### config.mk
export PLATFORM = sky130hd
export DESIGN_NAME = four_channel_dma_controller_core
export DESIGN_NICKNAME = d
export VERILOG_FILES = /design/src/rtl/dmac_pkg.sv /design/src/rtl/dmac_front.sv /design/src/rtl/dmac_queue.sv /design/src/rtl/dmac_back.sv /design/src/rtl/four_channel_dma_controller_core.sv
export SDC_FILE = /design/constraint.sdc
export NUM_CORES = 1
export LEC_CHECK = 0
export BUFFER_PORTS_ARGS = -buffer_cell sky130_fd_sc_hd__buf_2
export CAP_MARGIN = 10
export CELL_PAD_IN_SITES_DETAIL_PLACEMENT = 1
export CELL_PAD_IN_SITES_GLOBAL_PLACEMENT = 1
export CORE_MARGIN = 3
export CORE_UTILIZATION = 45
export CTS_BUF_LIST = sky130_fd_sc_hd__clkbuf_16
export CTS_CLUSTER_DIAMETER = 60
export DETAILED_ROUTE_END_ITERATION = 7
export PLACE_DENSITY = 0.79
export SKIP_LAST_GASP = 1
export SLEW_MARGIN = 10
export SYNTH_ARGS = -nofsm -noshare
export SYNTH_HDL_FRONTEND = slang
export SYNTH_SLANG_ARGS = --single-unit
### constraint.sdc
create_clock -name clk -period 12 [get_ports clk]
set_input_delay 1.2 -clock clk [delete_from_list [all_inputs] [get_ports clk]]
set_output_delay 1.2 -clock clk [all_outputs]
set_load 0.005 [all_outputs]
### src/rtl/dmac_pkg.sv
// ----------------------------------------------------------------------------
// dmac_pkg
// Shared codes and types of the four-channel DMA controller core.
// ----------------------------------------------------------------------------
package dmac_pkg;

  localparam int NUM_CHANNELS = 4;
  localparam int CHAN_W       = 2;

  localparam logic [1:0] FUNC_WRITE = 2'd0;
  localparam logic [1:0] FUNC_READ  = 2'd1;
  localparam logic [1:0] FUNC_DREQ  = 2'd2;
  localparam logic [1:0] FUNC_TICK  = 2'd3;

  localparam logic [3:0] MODE_ADDR = 4'd8;

  localparam logic [2:0] OP_WR_MODE = 3'd0;
  localparam logic [2:0] OP_WR_CHAN = 3'd1;
  localparam logic [2:0] OP_RD_STAT = 3'd2;
  localparam logic [2:0] OP_RD_CHAN = 3'd3;
  localparam logic [2:0] OP_DREQ    = 3'd4;
  localparam logic [2:0] OP_TICK    = 3'd5;

  localparam logic [1:0] KIND_NONE = 2'd3;

  localparam int MODE_AUTOLOAD = 7;
  localparam int MODE_TC_STOP  = 6;
  localparam int STAT_UPDATE   = 4;

  typedef struct packed {
    logic [2:0]        op;
    logic [CHAN_W-1:0] chan;
    logic              sel_count;
    logic [7:0]        data;
    logic              level;
  } cmd_t;

endpackage

### src/rtl/dmac_front.sv
// ----------------------------------------------------------------------------
// dmac_front
// Accepts input items and classifies them into back-end commands.
// ----------------------------------------------------------------------------
module dmac_front (
  input  logic                  item_valid,
  output logic                  item_ready,
  input  logic [1:0]            func,
  input  logic [3:0]            reg_addr,
  input  logic [7:0]            wdata,
  input  logic [1:0]            dreq_channel,
  input  logic                  dreq_level,
  output logic                  push,
  output dmac_pkg::cmd_t        push_cmd,
  input  logic                  queue_full
);
  import dmac_pkg::*;

  always_comb begin
    push_cmd.chan      = reg_addr[2:1];
    push_cmd.sel_count = reg_addr[0];
    push_cmd.data      = wdata;
    push_cmd.level     = dreq_level;
    case (func)
      FUNC_WRITE: push_cmd.op = (reg_addr == MODE_ADDR) ? OP_WR_MODE : OP_WR_CHAN;
      FUNC_READ:  push_cmd.op = (reg_addr == MODE_ADDR) ? OP_RD_STAT : OP_RD_CHAN;
      FUNC_DREQ: begin
        push_cmd.op   = OP_DREQ;
        push_cmd.chan = dreq_channel;
      end
      default:    push_cmd.op = OP_TICK;
    endcase
  end

  assign item_ready = !queue_full;
  assign push       = item_valid && !queue_full;

endmodule

### src/rtl/dmac_queue.sv
// ----------------------------------------------------------------------------
// dmac_queue
// Four-entry command queue between the front and the back end.
// ----------------------------------------------------------------------------
module dmac_queue (
  input  logic           clk,
  input  logic           rst,
  input  logic           push,
  input  dmac_pkg::cmd_t push_cmd,
  output logic           full,
  input  logic           pop,
  output logic           not_empty,
  output dmac_pkg::cmd_t head
);
  import dmac_pkg::*;

  localparam int DEPTH = 4;
  localparam int PTR_W = $clog2(DEPTH);

  cmd_t             mem [DEPTH];
  logic [PTR_W-1:0] wr_ptr;
  logic [PTR_W-1:0] rd_ptr;
  logic [PTR_W:0]   fill;

  assign full      = (fill == (PTR_W+1)'(DEPTH));
  assign not_empty = (fill != '0);
  assign head      = mem[rd_ptr];

  always_ff @(posedge clk) begin
    if (push) begin
      mem[wr_ptr] <= push_cmd;
    end
  end

  always_ff @(posedge clk) begin
    if (rst) begin
      wr_ptr <= '0;
      rd_ptr <= '0;
      fill   <= '0;
    end else begin
      if (push) wr_ptr <= wr_ptr + 1'b1;
      if (pop)  rd_ptr <= rd_ptr + 1'b1;
      case ({push, pop})
        2'b10:   fill <= fill + 1'b1;
        2'b01:   fill <= fill - 1'b1;
        default: fill <= fill;
      endcase
    end
  end

endmodule

### src/rtl/dmac_back.sv
// ----------------------------------------------------------------------------
// dmac_back
// Executes commands against the channel registers and issues results,
// one channel transfer per cycle on a tick while the result register is free.
// ----------------------------------------------------------------------------
module dmac_back (
  input  logic           clk,
  input  logic           rst,
  input  logic           cmd_valid,
  input  dmac_pkg::cmd_t cmd,
  output logic           pop,
  output logic           result_valid,
  input  logic           result_ready,
  output logic [7:0]     read_data,
  output logic           xfer_valid,
  output logic [1:0]     xfer_channel,
  output logic [1:0]     xfer_kind,
  output logic [15:0]    mem_address,
  output logic           terminal_count,
  output logic           last
);
  import dmac_pkg::*;

  logic [15:0]       chan_address [NUM_CHANNELS];
  logic [15:0]       chan_count   [NUM_CHANNELS];
  logic [1:0]        chan_direction [NUM_CHANNELS];
  logic [NUM_CHANNELS-1:0] chan_active;
  logic [7:0]        mode_reg;
  logic [4:0]        status_reg;
  logic              byte_flipflop;

  logic              tick_busy;
  logic [NUM_CHANNELS-1:0] tick_mask;

  logic              slot_free;
  logic              needs_slot;
  logic              do_tick;
  logic              is_read;
  logic [NUM_CHANNELS-1:0] svc_mask;
  logic [NUM_CHANNELS-1:0] rem_mask;
  logic [CHAN_W-1:0] svc_c;
  logic [CHAN_W-1:0] sel_c;
  logic [15:0]       cur_addr;
  logic [15:0]       cur_count;
  logic [1:0]        cur_dir;
  logic              cnt_neg;
  logic [15:0]       cnt_after;
  logic              tc;
  logic              reload;
  logic [4:0]        status_next;
  logic [7:0]        rd_value;
  logic [7:0]        wr_byte;
  logic              mirror;

  function automatic logic [15:0] set_byte(logic [15:0] v, logic hi, logic [7:0] b);
    set_byte = hi ? {b, v[7:0]} : {v[15:8], b};
  endfunction

  always_comb begin
    slot_free  = !result_valid || result_ready;
    needs_slot = (cmd.op == OP_RD_STAT) || (cmd.op == OP_RD_CHAN) || (cmd.op == OP_TICK);
    pop        = !tick_busy && cmd_valid && (!needs_slot || slot_free);
    is_read    = pop && ((cmd.op == OP_RD_STAT) || (cmd.op == OP_RD_CHAN));
    svc_mask   = tick_busy ? tick_mask : chan_active;
    do_tick    = tick_busy ? slot_free
                           : (pop && (cmd.op == OP_TICK) && (chan_active != '0));
    if (svc_mask[0])      svc_c = 2'd0;
    else if (svc_mask[1]) svc_c = 2'd1;
    else if (svc_mask[2]) svc_c = 2'd2;
    else                  svc_c = 2'd3;
    rem_mask = svc_mask & (svc_mask - 1'b1);

    sel_c     = do_tick ? svc_c : cmd.chan;
    cur_addr  = chan_address[sel_c];
    cur_count = chan_count[sel_c];
    cur_dir   = chan_direction[sel_c];

    cnt_neg   = cur_count[15];
    cnt_after = cnt_neg ? cur_count : cur_count - 16'd1;
    tc        = cnt_after[15];
    reload    = tc && mode_reg[MODE_AUTOLOAD] && (svc_c == 2'd2);
    status_next = status_reg;
    if (!cnt_neg) status_next[STAT_UPDATE] = 1'b0;
    if (reload)   status_next[STAT_UPDATE] = 1'b1;
    if (tc)       status_next[svc_c] = 1'b1;

    if (cmd.op == OP_RD_STAT) begin
      rd_value = {3'b000, status_reg};
    end else if (cmd.sel_count) begin
      rd_value = byte_flipflop ? {cur_dir, cur_count[13:8]} : cur_count[7:0];
    end else begin
      rd_value = byte_flipflop ? cur_addr[15:8] : cur_addr[7:0];
    end

    wr_byte = (cmd.sel_count && byte_flipflop) ? {2'b00, cmd.data[5:0]} : cmd.data;
    mirror  = mode_reg[MODE_AUTOLOAD] && (cmd.chan == 2'd2);
  end

  always_ff @(posedge clk) begin
    if (rst) begin
      for (int i = 0; i < NUM_CHANNELS; i++) begin
        chan_address[i]   <= '0;
        chan_count[i]     <= '0;
        chan_direction[i] <= '0;
      end
      chan_active   <= '0;
      mode_reg      <= '0;
      status_reg    <= '0;
      byte_flipflop <= 1'b0;
      tick_busy     <= 1'b0;
      tick_mask     <= '0;
    end else begin
      if (pop) begin
        case (cmd.op)
          OP_WR_MODE: begin
            if (!cmd.data[MODE_AUTOLOAD]) status_reg[STAT_UPDATE] <= 1'b0;
            mode_reg      <= cmd.data;
            byte_flipflop <= 1'b0;
          end
          OP_WR_CHAN: begin
            if (cmd.sel_count) begin
              if (mirror) chan_count[3] <= set_byte(chan_count[3], byte_flipflop, wr_byte);
              chan_count[cmd.chan] <= set_byte(cur_count, byte_flipflop, wr_byte);
              if (byte_flipflop) chan_direction[cmd.chan] <= cmd.data[7:6];
            end else begin
              if (mirror) chan_address[3] <= set_byte(chan_address[3], byte_flipflop, wr_byte);
              chan_address[cmd.chan] <= set_byte(cur_addr, byte_flipflop, wr_byte);
            end
            byte_flipflop <= !byte_flipflop;
          end
          OP_RD_STAT: status_reg <= status_reg & 5'h10;
          OP_RD_CHAN: byte_flipflop <= !byte_flipflop;
          OP_DREQ: begin
            if (cmd.level && mode_reg[cmd.chan]) begin
              status_reg[cmd.chan]  <= 1'b0;
              chan_active[cmd.chan] <= 1'b1;
            end else begin
              chan_active[cmd.chan] <= 1'b0;
            end
          end
          default: begin
          end
        endcase
      end
      if (do_tick) begin
        if (reload) begin
          chan_address[2] <= chan_address[3];
          chan_count[2]   <= chan_count[3];
        end else begin
          if (!cnt_neg) begin
            chan_address[svc_c] <= cur_addr + 16'd1;
            chan_count[svc_c]   <= cnt_after;
          end
          if (tc && mode_reg[MODE_TC_STOP]) mode_reg[svc_c] <= 1'b0;
        end
        if (tc) chan_active[svc_c] <= 1'b0;
        status_reg <= status_next;
        tick_busy  <= (rem_mask != '0);
        tick_mask  <= rem_mask;
      end
    end
  end

  always_ff @(posedge clk) begin
    if (rst) begin
      result_valid <= 1'b0;
    end else if (slot_free) begin
      result_valid <= do_tick || is_read;
    end
  end

  always_ff @(posedge clk) begin
    if (slot_free) begin
      if (do_tick) begin
        read_data      <= 8'hff;
        xfer_valid     <= !cnt_neg;
        xfer_channel   <= svc_c;
        xfer_kind      <= cnt_neg ? KIND_NONE : cur_dir;
        mem_address    <= cur_addr;
        terminal_count <= tc;
        last           <= (rem_mask == '0);
      end else if (is_read) begin
        read_data      <= rd_value;
        xfer_valid     <= 1'b0;
        xfer_channel   <= '0;
        xfer_kind      <= KIND_NONE;
        mem_address    <= '0;
        terminal_count <= 1'b0;
        last           <= 1'b1;
      end
    end
  end

endmodule

### src/rtl/four_channel_dma_controller_core.sv
// ----------------------------------------------------------------------------
// four_channel_dma_controller_core
// Four-channel DMA controller core in single-transfer mode.
// ----------------------------------------------------------------------------
// Items are register writes, register reads, request line changes and
// machine-cycle ticks. The front end decodes each item and places it in a
// four-entry queue, taking one item per cycle while the queue has room. The
// back end runs one queued command per cycle unless a tick is in progress or
// a read or tick waits for the result register; a write or request change
// gives no result, a read gives one result, and a tick gives one transfer
// result per active channel in channel order, one per cycle unless the
// output stalls, and none if no channel is active. Results leave through an
// output register; the last flag marks the final result of an item.
module four_channel_dma_controller_core (
  input  logic        clk,
  input  logic        rst,
  input  logic        item_valid,
  output logic        item_ready,
  input  logic [1:0]  func,
  input  logic [3:0]  reg_addr,
  input  logic [7:0]  wdata,
  input  logic [1:0]  dreq_channel,
  input  logic        dreq_level,
  output logic        result_valid,
  input  logic        result_ready,
  output logic [7:0]  read_data,
  output logic        xfer_valid,
  output logic [1:0]  xfer_channel,
  output logic [1:0]  xfer_kind,
  output logic [15:0] mem_address,
  output logic        terminal_count,
  output logic        last
);
  import dmac_pkg::*;

  logic push;
  cmd_t push_cmd;
  logic queue_full;
  logic pop;
  logic not_empty;
  cmd_t head;

  dmac_front u_front (
    .item_valid  (item_valid),
    .item_ready  (item_ready),
    .func        (func),
    .reg_addr    (reg_addr),
    .wdata       (wdata),
    .dreq_channel(dreq_channel),
    .dreq_level  (dreq_level),
    .push        (push),
    .push_cmd    (push_cmd),
    .queue_full  (queue_full)
  );

  dmac_queue u_queue (
    .clk      (clk),
    .rst      (rst),
    .push     (push),
    .push_cmd (push_cmd),
    .full     (queue_full),
    .pop      (pop),
    .not_empty(not_empty),
    .head     (head)
  );

  dmac_back u_back (
    .clk           (clk),
    .rst           (rst),
    .cmd_valid     (not_empty),
    .cmd           (head),
    .pop           (pop),
    .result_valid  (result_valid),
    .result_ready  (result_ready),
    .read_data     (read_data),
    .xfer_valid    (xfer_valid),
    .xfer_channel  (xfer_channel),
    .xfer_kind     (xfer_kind),
    .mem_address   (mem_address),
    .terminal_count(terminal_count),
    .last          (last)
  );

endmodule
# After elaboration in Yosys (flattened, before gate mapping)
# Memories as Yosys holds them, arrays and structs flattened. A register that Yosys moved wholly into a read port is not among the register bits.
# Cells that the tools add are included.
# totals
ff_bits	62
ram_bits	196
inputBits	21
elab_cells	242
n_memories	4
# mem_list
name	words	word_bits	rd	rd_clocked_by_memory_dff	write_ports	line	rtl
u_back.chan_address	4	16	2	0	4	dmac_back.sv:24	logic [15:0] chan_address [NUM_CHANNELS];
u_back.chan_count	4	16	2	0	4	dmac_back.sv:25	logic [15:0] chan_count [NUM_CHANNELS];
u_queue.mem	4	15	1	1	1	dmac_queue.sv:20	cmd_t mem [DEPTH];
u_back.chan_direction	4	2	1	0	4	dmac_back.sv:26	logic [1:0] chan_direction [NUM_CHANNELS];
# op_classes
add_sub_neg	7
n_lt_le_gt_ge	6
n_eq_ne	16
n_mux	127
bitwise_logic	15
reduce_logical	49
# ops
operator	n
16-bit two-way mux	15
8-bit two-way mux	12
16-bit OR reduction	4
1-bit two-way mux	62
2-bit two-way mux	17
4-bit two-way mux	7
5-bit two-way mux	4
16-bit by 1-bit adder with 16-bit output (second input constant)	1
1-bit logical AND	16
16-bit by 1-bit subtractor with 16-bit output (second input constant)	1
4-bit bitwise AND	3
3-bit equality test (second input constant)	3
3-bit case mux with 3 select lines	1
3-bit nonzero test	3
8-bit bitwise AND	1
1-bit demux with 2-bit select	4
2-bit equality test (second input constant)	4
2-bit by 4-bit < comparator with 1-bit output (second input constant)	2
4-bit inverter	2
4-bit inverter with 8-bit output	1
4-bit case mux with 2 select lines	1
4-bit AND reduction	2
2-bit nonzero test	4
4-bit nonzero test	2
other kinds (28)	48

# Longest topological paths before layout
# An unclocked memory read counts as a cell.
# depth
word_depth	21
mapped_depth	17

# Modules after synthesis
# From an unflattened synthesis, not the netlist that was laid out.
# hier_totals
cells_unflattened	1130
area_unflattened_um2	13315.3
# modules_own_cells
mod	n_inst	cells_each	area_each_um2	seq_area_each_um2
dmac_back	1	990	10541.4	5435.2
dmac_queue	1	121	2621.3	1981.9
dmac_front	1	19	152.6	0.0

# Worst setup path after synthesis
# OpenSTA, ideal clock, no wires.
# synth_path
path_kind	in2reg
startpoint	input port result_ready
endpoint	register u_back.last (enable)
t_arrival_ns	4.305
t_required_ns	11.535
setup_slack_ns	7.230
path_stages	5
n_path_buf	0
path_cell_list	nor2b_1 -> or4_1 -> nor2_1 -> nor2_1 -> o21ai_0
# synth_between
elab_chain_len	8
# synth_rtl
element	line	rtl
start: declaration	four_channel_dma_controller_core.sv:25	input logic result_ready,
1-bit logical OR (*)	dmac_back.sv:60	slot_free = !result_valid || result_ready;
1-bit logical OR	dmac_back.sv:62	pop = !tick_busy && cmd_valid && (!needs_slot || slot_free);
1-bit logical AND	dmac_back.sv:62	
1-bit logical AND (2 in a row)	dmac_back.sv:66	: (pop && (cmd.op == OP_TICK) && (chan_active != '0));
1-bit two-way mux	dmac_back.sv:65	do_tick = tick_busy ? slot_free
2-bit nonzero test (no line)	--	
2-bit AND reduction (no line) (*)	--	
end signal: assignment	dmac_back.sv:181	last <= (rem_mask == '0);
end: declaration	dmac_back.sv:20	output logic last
# Every way passes the cells marked *; elsewhere a longest branch is shown, timed or not.
# A chain may end at the register's enable or synchronous reset.

==> impl_metrics.toml <==
[status]
status = "completed"

[run]
maxCapViolCount = 0

[pwr]
power_mw = 3.461
power.density_nw_per_um2 = 227.6
p_leak_nw = 5.397
peakVddDrop_mv = 0.1156

[global_route]
grt_use_met1 = 0.3450
top_usage_layer = "met2"
antenna_found_initial = 0
grt_start_max_net_pins = 58
grt_first_pass_wirelength_mm = 67.79
grt_pass1_vias = 11143
grtUsageMet3 = 0.05706
gr-usage-met2 = 0.4533
track_usage = 0.2696
overflow = 0

[clock_tree]
cts-root-buf = "clkbuf_16"
clock_path_buffers = 3
post_cts_buffers = 0
numCtsBuffers = 30
htreeDepth = 1
cts.sinks = 257
cts_resized = 0
clk_latency_ns = 0.59
cts_hold_buffers = 0
clk_pin_slew_ns = 0.06
cts_tree = "yes"

[die]
start_util = 0.4584
die_area_sq_um = 32400
ioPinCount = 54
coreArea_sq_um = 29720
die_h_um = 180.0
die_w_um = 180.0
num_rows = 63

[yosys]
synth_xor_area_frac = 0.01093
ys_seq_area_frac = 0.5445
syn-cell-area_sq_um = 13620
synth_compound_area_frac = 0.1458
synthSimpleGateAreaFrac = 0.1450
syn_area_per_cell_sq_um = 11.36
syn_nets = 1228
synth-adder-area-share = 0.007899
synth_top_family_by_area = "compound AO/OA/AOI/OAI gates"
synthMuxAreaShare = 0.1073
postSynthCellCount = 1199
ys_types = 96
synth_warnings = 0
synth_edf_count = 227
synth-main-ff-cell = "edfxtp_1"
async_flop_share = 0
ys_ff_latch = 257

[sta]
period_needed_ns = 6.630
setup_viol = 0
tightest_slew_ns = 1.377
fin_setup_tns_ns = 0
finalCritPeriodShare = 0.5525
timing.fmax_ghz = 0.1508
hold_viol_final = 0
final_max_slew_viol_count = 0
slew_headroom = 0.07999
skew_ns = 0.03439
rsz0062_at_grt = "false"

[worst_setup_path]
path_class = "reg -> reg"
ff2ff_setup_slack_ns = 5.37
required_ns = 12.21
cp_max_fo = 57
startpoint_type = "flip-flop"
worst_setup_path_end_kind = "flip-flop"
r2r-end = "u_back.chan_address[2][10]$_DFFE_PP_"
r2r.worst_path.cells = 11
crit_arrival_ns = 6.84

[placed_design]
place_inst = 1592
dp_hpwl_mm = 30.63
place_congestion = 0.9134
numPortBuffers = 53

[worst_hold_path]
hold_depth = 1
min_to = "u_back.mode_reg[0]$_SDFF_PP0_"
min-delay-start = "u_back.mode_reg[6]$_SDFFE_PP0P_"
min_path_type = "reg -> reg"

[routing]
ant_nets = 0
drtIter0Drc = 1399
viasPerCell = 6.455
drc = 0
drt-total-wl_mm = 44.62
dr_total_vias = 10638
drt-wirelength-per-cell_um = 27.07
drt-pass1-iter-count = 5

[layout]
finish.utilization = 0.5117
nFillCells = 3129
nNetsFinal = 1263
top_regs = "u_back.chan_address x64, u_back.chan_count x64, u_queue.mem x60"
diodes = 0
final_cells = 1648
area.growth.synth_to_final_pct = 11.62
drive_gt1_frac = 0.1685
==> per-stage QoR <==
step	hold slack, ns	area (sq um)	setup slack [ns]
6_report	0.4821	15210	5.370
5_1_grt	0.5032	15210	4.974
4_1_cts	0.4799	15210	5.300
3_5_place_dp	0.4648	14230	5.333
3_3_place_gp	0.4592	14230	5.553
2_1_floorplan	0.4396	13620	7.230
==> layout make-up <==
type / instances / area [sq um] / share of cell area
sequential: 257 / 7417 / 0.4878
multi-input combinational: 829 / 5742 / 0.3776
clock buffer: 31 / 775.7 / 0.05102
tap: 390 / 488.0 / 0.03209
timing repair buffer: 74 / 422.9 / 0.02781
clock inverter: 25 / 202.7 / 0.01333
inverter: 42 / 157.7 / 0.01037
==> worst max path at each step <==
stage,startpoint,endpoint,cells past startpoint
after floorplan,result_ready,u_back.last$_SDFFCE_PN1P_,5
after global placement,flip-flop,u_back.chan_address[2][6]$_DFFE_PP_,11
after detailed placement,flip-flop,u_back.chan_address[2][6]$_DFFE_PP_,11
after CTS,flip-flop,u_back.chan_address[2][10]$_DFFE_PP_,11
after global routing,flip-flop,u_back.chan_address[2][10]$_DFFE_PP_,11
final,flip-flop,u_back.chan_address[2][10]$_DFFE_PP_,11
==> layout by cell type, fill, tap and decap left out, drive strengths merged, types with 17 or more instances in the layout <==
cell / instances
mux4: 34
or3: 18
inv: 51
and3: 17
mux2: 22
nand2: 117
mux2i: 44
edfxtp: 227
buf: 74
o21ai: 75
o22ai: 24
o211ai: 42
nor3: 26
nand3: 19
nor2: 154
and2: 17
clkbuf: 31
dfxtp: 30
a21oi: 45
==> critical path, cell delays in order (launching register included) <==
cell,delay [ns]
dfxtp_1,0.97
mux4_2,0.70
and3b_4,0.25
a21oi_4,0.13
buf_4,0.60
mux2i_4,0.33
buf_4,0.53
a31oi_2,0.49
o31a_1,0.51
nor3_4,0.65
buf_4,0.37
or3_1,0.64
==> power by group <==
part | switching (mW) | internal [mW] | total (mW)
clock network | 0.380 | 0.513 | 0.894
logic | 0.980 | 0.455 | 1.43
registers | 0.0553 | 1.08 | 1.13
total | 1.42 | 2.05 | 3.46
==> layer usage <==
metal,up-vias,part of all wire,routed length [um]
met5,-,0,0
met4,0,0.041,1811
met3,136,0.083,3698
met2,492,0.49,21660
met1,5380,0.39,17450
li1,4630,-,-
==> cells by family after synthesis <==
logic type / Yosys count
compound gates: 283
xor+xnor: 17
fa+ha+maj: 8
buf+inv: 113
flops: 257
mux: 100
simple gates: 421
==> Yosys cell counts, types with 5 or more instances <==
master	instances	area [sq um]
edfxtp_1	227	6817
nor2_1	153	574.3
nand2_1	117	439.2
o21ai_0	45	225.2
a21oi_1	44	220.2
mux2i_1	43	430.4
inv_1	41	153.9
o211ai_1	41	307.8
clkbuf_1	36	135.1
mux4_2	34	765.7
dfxtp_1	30	600.6
o21ai_1	27	135.1
nor3_1	25	125.1
o22ai_1	24	150.1
mux2_2	21	236.5
nand3_1	19	95.09
or3_1	18	112.6
and3_1	17	106.4
and2_1	16	100.1
buf_2	16	80.08
nor4_1	11	68.82
xor2_1	10	87.58
nor2b_1	9	56.30
a31oi_1	8	50.05
a211oi_1	7	52.55
a21o_1	7	52.55
a32o_1	7	70.07
buf_1	7	26.28
buf_6	7	78.83
ha_1	7	87.58
xnor2_1	7	61.31
o2111ai_1	6	52.55
o31ai_1	6	45.04
or2_2	5	31.28
No activity file was read; power rests on OpenSTA's default activity.
